===== src/hdl/lpfd_pkg.sv =====
// shared types and constants of the length-prefixed frame deframer
package lpfd_pkg;

	localparam int unsigned HDR_IDX_W   = 5;
	localparam int unsigned WORD_W      = 32;
	localparam int unsigned LEFT_W      = 23;
	localparam int unsigned KIND_W      = 2;

	localparam logic [HDR_IDX_W-1:0] HDR_MAGIC_END = 5'd3;
	localparam logic [HDR_IDX_W-1:0] HDR_TYPE_END  = 5'd7;
	localparam logic [HDR_IDX_W-1:0] HDR_LEN_START = 5'd28;
	localparam logic [HDR_IDX_W-1:0] HDR_LAST      = 5'd31;

	localparam logic [WORD_W-1:0] MAGIC_RESET       = 32'h33CC_CC33;
	localparam logic [LEFT_W-1:0] MAX_PAYLOAD_RESET = 23'd4194304;

	// result kinds
	localparam logic [KIND_W-1:0] KIND_PAYLOAD = 2'd0;
	localparam logic [KIND_W-1:0] KIND_EMPTY   = 2'd1;
	localparam logic [KIND_W-1:0] KIND_HALT    = 2'd2;

	// configuration register indexes
	localparam int unsigned CFG_IDX_W = 1;
	localparam logic [CFG_IDX_W-1:0] CFG_FRAME_MAGIC = 1'b0;
	localparam logic [CFG_IDX_W-1:0] CFG_MAX_PAYLOAD = 1'b1;

	typedef struct packed {
		logic [KIND_W-1:0] result_kind;
		logic [WORD_W-1:0] frame_kind;
		logic [WORD_W-1:0] frame_bytes;
		logic [7:0]        payload_byte;
		logic              last_of_frame;
	} lpfd_result_t;

	typedef struct packed {
		logic halted;
		logic in_payload;
	} lpfd_status_t;

endpackage


===== src/hdl/lpfd_if.sv =====
// channel interfaces: incoming byte stream and outgoing results
interface lpfd_byte_if;
	logic       valid;
	logic       ready;
	logic [7:0] stream_byte;

	modport source (output valid, output stream_byte, input ready);
	modport sink (input valid, input stream_byte, output ready);
endinterface

interface lpfd_result_if;
	logic        valid;
	logic        ready;
	logic [1:0]  result_kind;
	logic [31:0] frame_kind;
	logic [31:0] frame_bytes;
	logic [7:0]  payload_byte;
	logic        last_of_frame;

	modport source (output valid, output result_kind, output frame_kind, output frame_bytes,
		output payload_byte, output last_of_frame, input ready);
	modport sink (input valid, input result_kind, input frame_kind, input frame_bytes,
		input payload_byte, input last_of_frame, output ready);
endinterface


===== src/hdl/lpfd_parse.sv =====
// header parser and payload counter, one byte per step
module lpfd_parse
	import lpfd_pkg::*;
(
	input  logic              clk,
	input  logic              arst_n,
	input  logic              step,
	input  logic [7:0]        byte_in,
	input  logic [WORD_W-1:0] frame_magic,
	input  logic [LEFT_W-1:0] max_payload,
	output logic              res_valid,
	output lpfd_result_t      res,
	output lpfd_status_t      status
);

	logic [HDR_IDX_W-1:0] header_index_q;
	logic [WORD_W-1:0]    magic_word_q;
	logic [WORD_W-1:0]    type_word_q;
	logic [WORD_W-1:0]    length_word_q;
	logic [LEFT_W-1:0]    payload_left_q;
	logic                 in_payload_q;
	logic                 halted_q;

	logic [WORD_W-1:0] length_next;
	logic              hdr_done;
	logic              hdr_bad;

	assign length_next = {byte_in, length_word_q[WORD_W-1:8]};
	assign hdr_done    = !halted_q && !in_payload_q && (header_index_q == HDR_LAST);
	assign hdr_bad     = (magic_word_q != frame_magic)
		|| (length_next > {{(WORD_W-LEFT_W){1'b0}}, max_payload});

	always_comb begin
		res_valid         = 1'b0;
		res.result_kind   = KIND_PAYLOAD;
		res.frame_kind    = type_word_q;
		res.frame_bytes   = length_word_q;
		res.payload_byte  = 8'd0;
		res.last_of_frame = 1'b0;
		if (step && !halted_q) begin
			if (in_payload_q) begin
				res_valid         = 1'b1;
				res.payload_byte  = byte_in;
				res.last_of_frame = (payload_left_q <= LEFT_W'(1));
			end else if (hdr_done) begin
				res.frame_bytes = length_next;
				if (hdr_bad) begin
					res_valid       = 1'b1;
					res.result_kind = KIND_HALT;
				end else if (length_next == '0) begin
					res_valid         = 1'b1;
					res.result_kind   = KIND_EMPTY;
					res.last_of_frame = 1'b1;
				end
			end
		end
	end

	always_ff @(posedge clk or negedge arst_n) begin
		if (!arst_n) begin
			header_index_q <= '0;
			magic_word_q   <= '0;
			type_word_q    <= '0;
			length_word_q  <= '0;
			payload_left_q <= '0;
			in_payload_q   <= 1'b0;
			halted_q       <= 1'b0;
		end else if (step && !halted_q) begin
			if (in_payload_q) begin
				if (payload_left_q <= LEFT_W'(1)) begin
					payload_left_q <= '0;
					in_payload_q   <= 1'b0;
				end else begin
					payload_left_q <= payload_left_q - LEFT_W'(1);
				end
			end else begin
				header_index_q <= header_index_q + HDR_IDX_W'(1);
				if (header_index_q <= HDR_MAGIC_END)
					magic_word_q <= {byte_in, magic_word_q[WORD_W-1:8]};
				else if (header_index_q <= HDR_TYPE_END)
					type_word_q <= {byte_in, type_word_q[WORD_W-1:8]};
				else if (header_index_q >= HDR_LEN_START)
					length_word_q <= length_next;
				if (hdr_done) begin
					if (hdr_bad) begin
						halted_q <= 1'b1;
					end else if (length_next != '0) begin
						payload_left_q <= length_next[LEFT_W-1:0];
						in_payload_q   <= 1'b1;
					end
				end
			end
		end
	end

	assign status.halted     = halted_q;
	assign status.in_payload = in_payload_q;

endmodule


===== src/hdl/lpfd_out_buf.sv =====
// two-entry result buffer: output register plus skid entry
module lpfd_out_buf
	import lpfd_pkg::*;
(
	input  logic          clk,
	input  logic          arst_n,
	input  logic          push,
	input  lpfd_result_t  push_data,
	output logic          full,
	lpfd_result_if.source out_ch
);

	logic         main_valid_q;
	logic         skid_valid_q;
	lpfd_result_t main_q;
	lpfd_result_t skid_q;
	logic         main_free;

	assign main_free = !main_valid_q || out_ch.ready;
	assign full      = skid_valid_q;

	always_ff @(posedge clk or negedge arst_n) begin
		if (!arst_n) begin
			main_valid_q <= 1'b0;
			skid_valid_q <= 1'b0;
		end else if (main_free) begin
			main_valid_q <= skid_valid_q || push;
			skid_valid_q <= skid_valid_q && push;
		end else if (push) begin
			skid_valid_q <= 1'b1;
		end
	end

	always_ff @(posedge clk) begin
		if (main_free) begin
			if (skid_valid_q) begin
				main_q <= skid_q;
				skid_q <= push_data;
			end else begin
				main_q <= push_data;
			end
		end else if (push) begin
			skid_q <= push_data;
		end
	end

	assign out_ch.valid         = main_valid_q;
	assign out_ch.result_kind   = main_q.result_kind;
	assign out_ch.frame_kind    = main_q.frame_kind;
	assign out_ch.frame_bytes   = main_q.frame_bytes;
	assign out_ch.payload_byte  = main_q.payload_byte;
	assign out_ch.last_of_frame = main_q.last_of_frame;

endmodule


===== src/hdl/length_prefixed_frame_deframer.sv =====
// top level of the length-prefixed frame deframer
//
// usage:
//   in_ch carries the frame stream, one byte per item. every frame is a
//   32-byte header (little-endian magic at byte 0, type at byte 4, payload
//   length at byte 28) followed by the payload bytes.
//   out_ch gives one item per payload byte (type and length attached, last
//   byte flagged), one item for a valid empty frame, or one halt item for a
//   bad magic or a length above max_payload. header bytes but the last give no item.
//   cfg_we/cfg_index/cfg_data write frame_magic (index 0) and max_payload
//   (index 1); write them only while the block is idle.
// throughput: one byte per cycle while the skid entry is free, set by the
//   combinational parser between the input register and the result buffer.
// path: input register, parser, then the result buffer's output register.
// reset: arst_n clears the parser (expecting a header, not halted), empties
//   the buffers and restores the register defaults.
// stall: the two-entry result buffer absorbs one extra item; in_ch.ready
//   drops only once the skid entry fills. after a halt every byte is
//   accepted and dropped until reset.
module length_prefixed_frame_deframer
	import lpfd_pkg::*;
(
	input  logic                 clk,
	input  logic                 arst_n,
	lpfd_byte_if.sink            in_ch,
	lpfd_result_if.source        out_ch,
	input  logic                 cfg_we,
	input  logic [CFG_IDX_W-1:0] cfg_index,
	input  logic [WORD_W-1:0]    cfg_data
);

	// configuration registers
	logic [WORD_W-1:0] frame_magic_q;
	logic [LEFT_W-1:0] max_payload_q;

	always_ff @(posedge clk or negedge arst_n) begin
		if (!arst_n) begin
			frame_magic_q <= MAGIC_RESET;
			max_payload_q <= MAX_PAYLOAD_RESET;
		end else if (cfg_we) begin
			unique case (cfg_index)
				CFG_FRAME_MAGIC: frame_magic_q <= cfg_data;
				CFG_MAX_PAYLOAD: max_payload_q <= cfg_data[LEFT_W-1:0];
				default: ;
			endcase
		end
	end

	// input register stage
	logic         valid_s1;
	logic [7:0]   byte_s1;
	logic         buf_full;
	logic         advance;
	logic         step;
	logic         res_valid;
	lpfd_result_t res;
	lpfd_status_t status;

	// the stage moves on whenever the skid entry is free, so ready never
	// depends on out_ch.ready through logic
	assign advance     = !buf_full;
	assign step        = valid_s1 && advance;
	assign in_ch.ready = !valid_s1 || advance;

	always_ff @(posedge clk or negedge arst_n) begin
		if (!arst_n) begin
			valid_s1 <= 1'b0;
		end else if (in_ch.ready) begin
			valid_s1 <= in_ch.valid;
		end
	end

	always_ff @(posedge clk) begin
		if (in_ch.valid && in_ch.ready)
			byte_s1 <= in_ch.stream_byte;
	end

	// header parse, checks and payload counting
	lpfd_parse u_parse (
		.clk         (clk),
		.arst_n      (arst_n),
		.step        (step),
		.byte_in     (byte_s1),
		.frame_magic (frame_magic_q),
		.max_payload (max_payload_q),
		.res_valid   (res_valid),
		.res         (res),
		.status      (status)
	);

	// result register and skid entry
	lpfd_out_buf u_out_buf (
		.clk       (clk),
		.arst_n    (arst_n),
		.push      (res_valid),
		.push_data (res),
		.full      (buf_full),
		.out_ch    (out_ch)
	);

	// once halted, the parser stays halted until reset
	a_halt_sticky: assert property (@(posedge clk) disable iff (!arst_n)
		status.halted |=> status.halted)
		else $error("halt flag cleared without reset");

	// a halted parser never sits in a payload
	a_halt_no_payload: assert property (@(posedge clk) disable iff (!arst_n)
		status.halted |-> !status.in_payload)
		else $error("payload state while halted");

	// the skid entry only fills behind a held output register
	a_skid_behind_main: assert property (@(posedge clk) disable iff (!arst_n)
		buf_full |-> out_ch.valid)
		else $error("skid entry valid with empty output register");

	// no result is produced after the parser has halted
	a_quiet_after_halt: assert property (@(posedge clk) disable iff (!arst_n)
		status.halted |-> !res_valid)
		else $error("result produced while halted");

endmodule


===== src/flat_wrapper.sv =====
// flat-port wrapper written by rule: the top's interface ports become plain ports
module length_prefixed_frame_deframer_flat import lpfd_pkg::*;
  (clk, arst_n, cfg_we, cfg_index, cfg_data, in_ch_valid, in_ch_stream_byte, in_ch_ready, out_ch_valid, out_ch_result_kind, out_ch_frame_kind, out_ch_frame_bytes, out_ch_payload_byte, out_ch_last_of_frame, out_ch_ready);
  lpfd_byte_if in_ch_i ();
  lpfd_result_if out_ch_i ();
  input  logic clk;
  input  logic arst_n;
  input  logic cfg_we;
  input  logic [CFG_IDX_W-1:0] cfg_index;
  input  logic [WORD_W-1:0] cfg_data;
  input wire logic [$bits(in_ch_i.valid)-1:0] in_ch_valid;
  input wire logic [$bits(in_ch_i.stream_byte)-1:0] in_ch_stream_byte;
  output wire logic [$bits(in_ch_i.ready)-1:0] in_ch_ready;
  output wire logic [$bits(out_ch_i.valid)-1:0] out_ch_valid;
  output wire logic [$bits(out_ch_i.result_kind)-1:0] out_ch_result_kind;
  output wire logic [$bits(out_ch_i.frame_kind)-1:0] out_ch_frame_kind;
  output wire logic [$bits(out_ch_i.frame_bytes)-1:0] out_ch_frame_bytes;
  output wire logic [$bits(out_ch_i.payload_byte)-1:0] out_ch_payload_byte;
  output wire logic [$bits(out_ch_i.last_of_frame)-1:0] out_ch_last_of_frame;
  input wire logic [$bits(out_ch_i.ready)-1:0] out_ch_ready;
  assign in_ch_i.valid = in_ch_valid;
  assign in_ch_i.stream_byte = in_ch_stream_byte;
  assign in_ch_ready = in_ch_i.ready;
  assign out_ch_valid = out_ch_i.valid;
  assign out_ch_result_kind = out_ch_i.result_kind;
  assign out_ch_frame_kind = out_ch_i.frame_kind;
  assign out_ch_frame_bytes = out_ch_i.frame_bytes;
  assign out_ch_payload_byte = out_ch_i.payload_byte;
  assign out_ch_last_of_frame = out_ch_i.last_of_frame;
  assign out_ch_i.ready = out_ch_ready;
  length_prefixed_frame_deframer u_core (.clk(clk), .arst_n(arst_n), .in_ch(in_ch_i), .out_ch(out_ch_i), .cfg_we(cfg_we), .cfg_index(cfg_index), .cfg_data(cfg_data));
endmodule

===== config.mk =====
export PLATFORM = sky130hd
export DESIGN_NAME = length_prefixed_frame_deframer_flat
export DESIGN_NICKNAME = d
export VERILOG_FILES = /design/src/hdl/lpfd_pkg.sv /design/src/hdl/lpfd_if.sv /design/src/hdl/lpfd_parse.sv /design/src/hdl/lpfd_out_buf.sv /design/src/hdl/length_prefixed_frame_deframer.sv /design/src/flat_wrapper.sv
export SDC_FILE = /design/constraint.sdc
export NUM_CORES = 1
export LEC_CHECK = 0
export BUFFER_PORTS_ARGS = -buffer_cell sky130_fd_sc_hd__buf_2
export CAP_MARGIN = 10
export CORE_UTILIZATION = 50
export DETAILED_ROUTE_END_ITERATION = 12
export PLACE_DENSITY = 0.68
export SYNTH_ARGS = -nofsm -noshare
export SYNTH_HDL_FRONTEND = slang
export SYNTH_SLANG_ARGS = --single-unit

===== constraint.sdc =====
create_clock -name clk -period 10.85 [get_ports clk]
set_input_delay 0.5425 -clock clk [delete_from_list [all_inputs] [get_ports clk]]
set_output_delay 0.5425 -clock clk [all_outputs]
set_load 0.03 [all_outputs]

==> impl_metrics.py <==
metrics = {
    "outcome": {
        "status": "completed",
    },
    "sta": {
        "timing.max_slew.rel_slack": 0.3181,
        "finalCritPeriodShare": 0.3601,
        "fin_skew_ns": 0.01879,
        "worstMarginPinSlew_ns": 1.021,
        "final_hold_viol_count": 0,
        "grt_setup_unrepaired": "false",
        "setup_total_negative_slack_ns": 0,
        "achievable-frequency_mhz": 256.0,
        "max_slew_violation_count": 0,
        "fin_ws_ns": 6.943,
        "fin_crit_ns": 3.907,
        "finalHoldWorstSlack_ns": 0.2075,
        "timing.final.setup_violations": 0,
    },
    "synthesis": {
        "synthesis.yosys.warnings": 0,
        "synth.top_cells.by_area": "sky130_fd_sc_hd__edfxtp_1 (32%), sky130_fd_sc_hd__dfrtp_1 (28%), sky130_fd_sc_hd__mux2_2 (19%), sky130_fd_sc_hd__dfstp_2 (3.0%), sky130_fd_sc_hd__ha_1 (2.4%)",
        "yosysTopAreaCell": "sky130_fd_sc_hd__edfxtp_1",
        "synth_flop_cell": "sky130_fd_sc_hd__dfrtp_1",
        "synth_async_reset_ratio": 0.5380,
        "synth_enable_flop_cells": 158,
        "synth.lib_cells_used.distinct": 57,
        "synth.most_common_cell": "sky130_fd_sc_hd__mux2_2",
        "yosysSeqAreaShare": 0.6310,
        "yosys_register_bits": 342,
        "synthesis.area_um2": 14850,
        "synth_nets": 1092,
        "ys_top_cells_by_count": "sky130_fd_sc_hd__mux2_2 (245), sky130_fd_sc_hd__dfrtp_1 (167), sky130_fd_sc_hd__edfxtp_1 (158)",
        "postSynthAreaPerCell_um2": 14.59,
        "synthesized_instance_count": 1018,
        "yosysTopAreaCellShare": 0.3195,
    },
    "global_routing": {
        "first_global_vias": 8776,
        "grt_pass1_wl_um": 51470,
        "global_route.usage.total": 0.2185,
        "grt.overflow.total": 0,
        "pin_count_of_the_biggest_net_entering_global_routing": 77,
        "initial_antenna_violation_count": 0,
    },
    "min_path": {
        "timing.hold.worst.class": "in2reg",
        "hp-start": "in_ch_stream_byte[5]",
        "hold-path-cell-count": 1,
        "min_to": "u_core.byte_s1[5]",
    },
    "run": {
        "cap_violations": 0,
    },
    "cts": {
        "cts-root-to-sink-buffers": 3,
        "cts_post_setup_buffers_inserted": 0,
        "cts.sink_count": 342,
        "clk-insertion-delay-late_ns": 0.53,
        "clk_transition_reported_paths_ns": 0.06,
        "clk_root_buffer_cell": "sky130_fd_sc_hd__clkbuf_16",
        "tritoncts.num_buffers": 36,
        "post_cts.resized_instances": 0,
        "tritoncts": "done",
        "h-tree-depth": 2,
        "cts_hold_buf": 1,
    },
    "critical_path": {
        "worst_path_largest_cell_delay_ns": 0.74,
        "r2r-end": "u_core.u_out_buf.skid_q[3]",
        "cpMaxStageDelayCell": "sky130_fd_sc_hd__buf_4",
        "timing.setup.critical_path_class": "reg2reg",
        "rr_worst_depth": 8,
        "crit_chain": "ha_1 -> nand4_1 -> a2111oi_0 -> o31ai_1 -> nand2_2 -> o21ai_0 -> a31oi_4 -> buf_4",
        "largest_fanout_on_the_critical_path": 68,
        "critPathTopFamily": "compound AO/OA/AOI/OAI gates",
        "worst_ep_arrival_time_ns": 4.05,
        "worstPathBufferInverterCount": 1,
        "critPathLaunchType": "flip-flop",
        "regToRegSetupSlack_ns": 6.94,
        "worstPathRequired_ns": 11.00,
        "crit_path_end_kind": "flip-flop",
        "regToRegStartpoint": "u_core.u_parse.length_word_q[21]",
    },
    "die": {
        "floorplan.initialDensity": 0.5132,
        "core_outline_area_um2": 28940,
        "dieArea_um2": 30390,
        "standard_cell_row_count": 62,
        "io-pin-count": 123,
        "die_h_um": 174.3,
        "die_width_um": 174.3,
    },
    "place": {
        "detailedPlace.worstSlack_ns": 6.968,
        "io_buffers": 122,
        "hpwl_um": 21660,
        "cell_count_after_placement": 1488,
        "routabilityCongestion": 0.9829,
    },
    "finish": {
        "antennaDiodeCount": 0,
        "final_layout_size_suffix_gt1_frac": 0.3903,
        "area_delta_synth_final_pct": 14.95,
        "finalNonFillerCells": 1555,
        "fillCellCount": 2324,
        "fin_nets": 1217,
    },
    "power_and_ir_drop": {
        "total_leakage_power_nw": 7.285,
        "power.density_nw_per_um2": 249.8,
        "fin_total_pwr_mw": 4.264,
        "irDropWorstVdd_uv": 124.6,
    },
    "routing": {
        "detail_route.vias_per_cell": 5.699,
        "routed-via-count": 8862,
        "drt_iter0_drc": 634,
        "avgRoutedWirePerCell_um": 20.72,
        "final_antenna_violating_net_count": 0,
        "detail_route.first_pass.iterations": 5,
        "routed_wirelength_um": 32210,
        "detail_route.drc_violations": 0,
    },
}
## flip-flops by register name (all words and copies together), names as in the netlist, 2 cells and up
register,cells
u_core.u_out_buf.skid_q,75
u_core.frame_magic_q,32
u_core.u_out_buf.out_ch.frame_bytes,32
u_core.u_out_buf.out_ch.frame_kind,32
u_core.u_parse.length_word_q,32
u_core.u_parse.magic_word_q,32
u_core.u_parse.type_word_q,32
u_core.max_payload_q,23
u_core.u_parse.payload_left_q,23
u_core.byte_s1,8
u_core.u_out_buf.out_ch.payload_byte,8
u_core.u_parse.header_index_q,5
u_core.u_out_buf.out_ch.result_kind,2
## worst max path at each step
stage                                     startpoint                          to  slack, ns  cells after the start
floorplan                          u_core.byte_s1[5]  u_core.u_out_buf.skid_q[0]       4.75                      7
global placement                   u_core.byte_s1[5]  u_core.u_out_buf.skid_q[6]       7.02                      8
detailed placement                 u_core.byte_s1[5]  u_core.u_out_buf.skid_q[6]       6.97                      8
CTS                                u_core.byte_s1[5]  u_core.u_out_buf.skid_q[7]       6.94                      8
global route        u_core.u_parse.length_word_q[21]  u_core.u_out_buf.skid_q[7]       6.63                      8
finish              u_core.u_parse.length_word_q[21]  u_core.u_out_buf.skid_q[3]       6.94                      8
## cell families (layout without fill, tap and decap cells)
kind of cell,after synthesis,in the layout,synth area share
AOI/OAI and AO/OA,122,122,0.05747
xor gates and xnor gates,36,36,0.02123
adders and majority gates,28,28,0.02359
buffers and inverters,84,237,0.02233
DFF,342,342,0.6310
muxes,246,246,0.1865
and+or+nand+nor,160,160,0.05789
## cells in the final DEF, fill, tap and decap left out, types with 5 or more instances in the layout
cell / instances
sky130_fd_sc_hd__a21o_1: 15
sky130_fd_sc_hd__a21oi_1: 25
sky130_fd_sc_hd__and3_1: 10
sky130_fd_sc_hd__buf_2: 121
sky130_fd_sc_hd__buf_4: 8
sky130_fd_sc_hd__clkbuf_1: 13
sky130_fd_sc_hd__clkbuf_16: 36
sky130_fd_sc_hd__clkbuf_8: 7
sky130_fd_sc_hd__dfrtp_1: 166
sky130_fd_sc_hd__dfstp_2: 17
sky130_fd_sc_hd__edfxtp_1: 158
sky130_fd_sc_hd__ha_1: 28
sky130_fd_sc_hd__inv_1: 39
sky130_fd_sc_hd__mux2_2: 245
sky130_fd_sc_hd__nand2_1: 38
sky130_fd_sc_hd__nand2b_1: 5
sky130_fd_sc_hd__nand3_1: 8
sky130_fd_sc_hd__nand4_1: 16
sky130_fd_sc_hd__nor2_1: 26
sky130_fd_sc_hd__nor2b_1: 6
sky130_fd_sc_hd__nor3_1: 11
sky130_fd_sc_hd__nor4_1: 11
sky130_fd_sc_hd__o211ai_1: 22
sky130_fd_sc_hd__o21ai_0: 17
sky130_fd_sc_hd__o221ai_1: 8
sky130_fd_sc_hd__or3_1: 6
sky130_fd_sc_hd__xnor2_1: 36
## worst register-to-register path, delay by kind of cell, from the launching register on
| kind | cells | cell delay [ns] |
|---|---|---|
| flops | 1 | 0.48 |
| simple gates | 2 | 0.49 |
| fa+ha+maj | 1 | 0.35 |
| compound gates | 4 | 1.41 |
| buf+inv | 1 | 0.74 |
## per-layer routing
metal / up-vias / track usage / part of all wire
li1: 4056 / - / -
met1: 4456 / 0.3219 / 0.46
met2: 288 / 0.3307 / 0.45
met3: 62 / 0.03937 / 0.061
met4: 0 / 0.06469 / 0.026
met5: - / 0 / 0
## layout make-up
class,count,area (um^2),share of cell area
flip-flops and latches,342,9374,0.5492
repair buffers,131,686.9,0.04024
clock inverters,10,152.6,0.008943
clock buffers,56,1046,0.06128
inverters,40,150.1,0.008796
well taps,384,480.5,0.02815
multi-input cells,592,5179,0.3034
## power breakdown
group,internal (mW),switching (mW)
Clock,0.741,0.497
Sequential,1.74,0.270
Combinational,0.477,0.544
## metrics by stage
step	util	area, um^2
after CTS	0.5899	17070
after global routing	0.5899	17070
after detailed placement	0.5481	15860
after floorplan	-	14850
final	0.5899	17070
after global placement	0.5481	15860
Note: power is estimated with default switching activity, not from simulation.
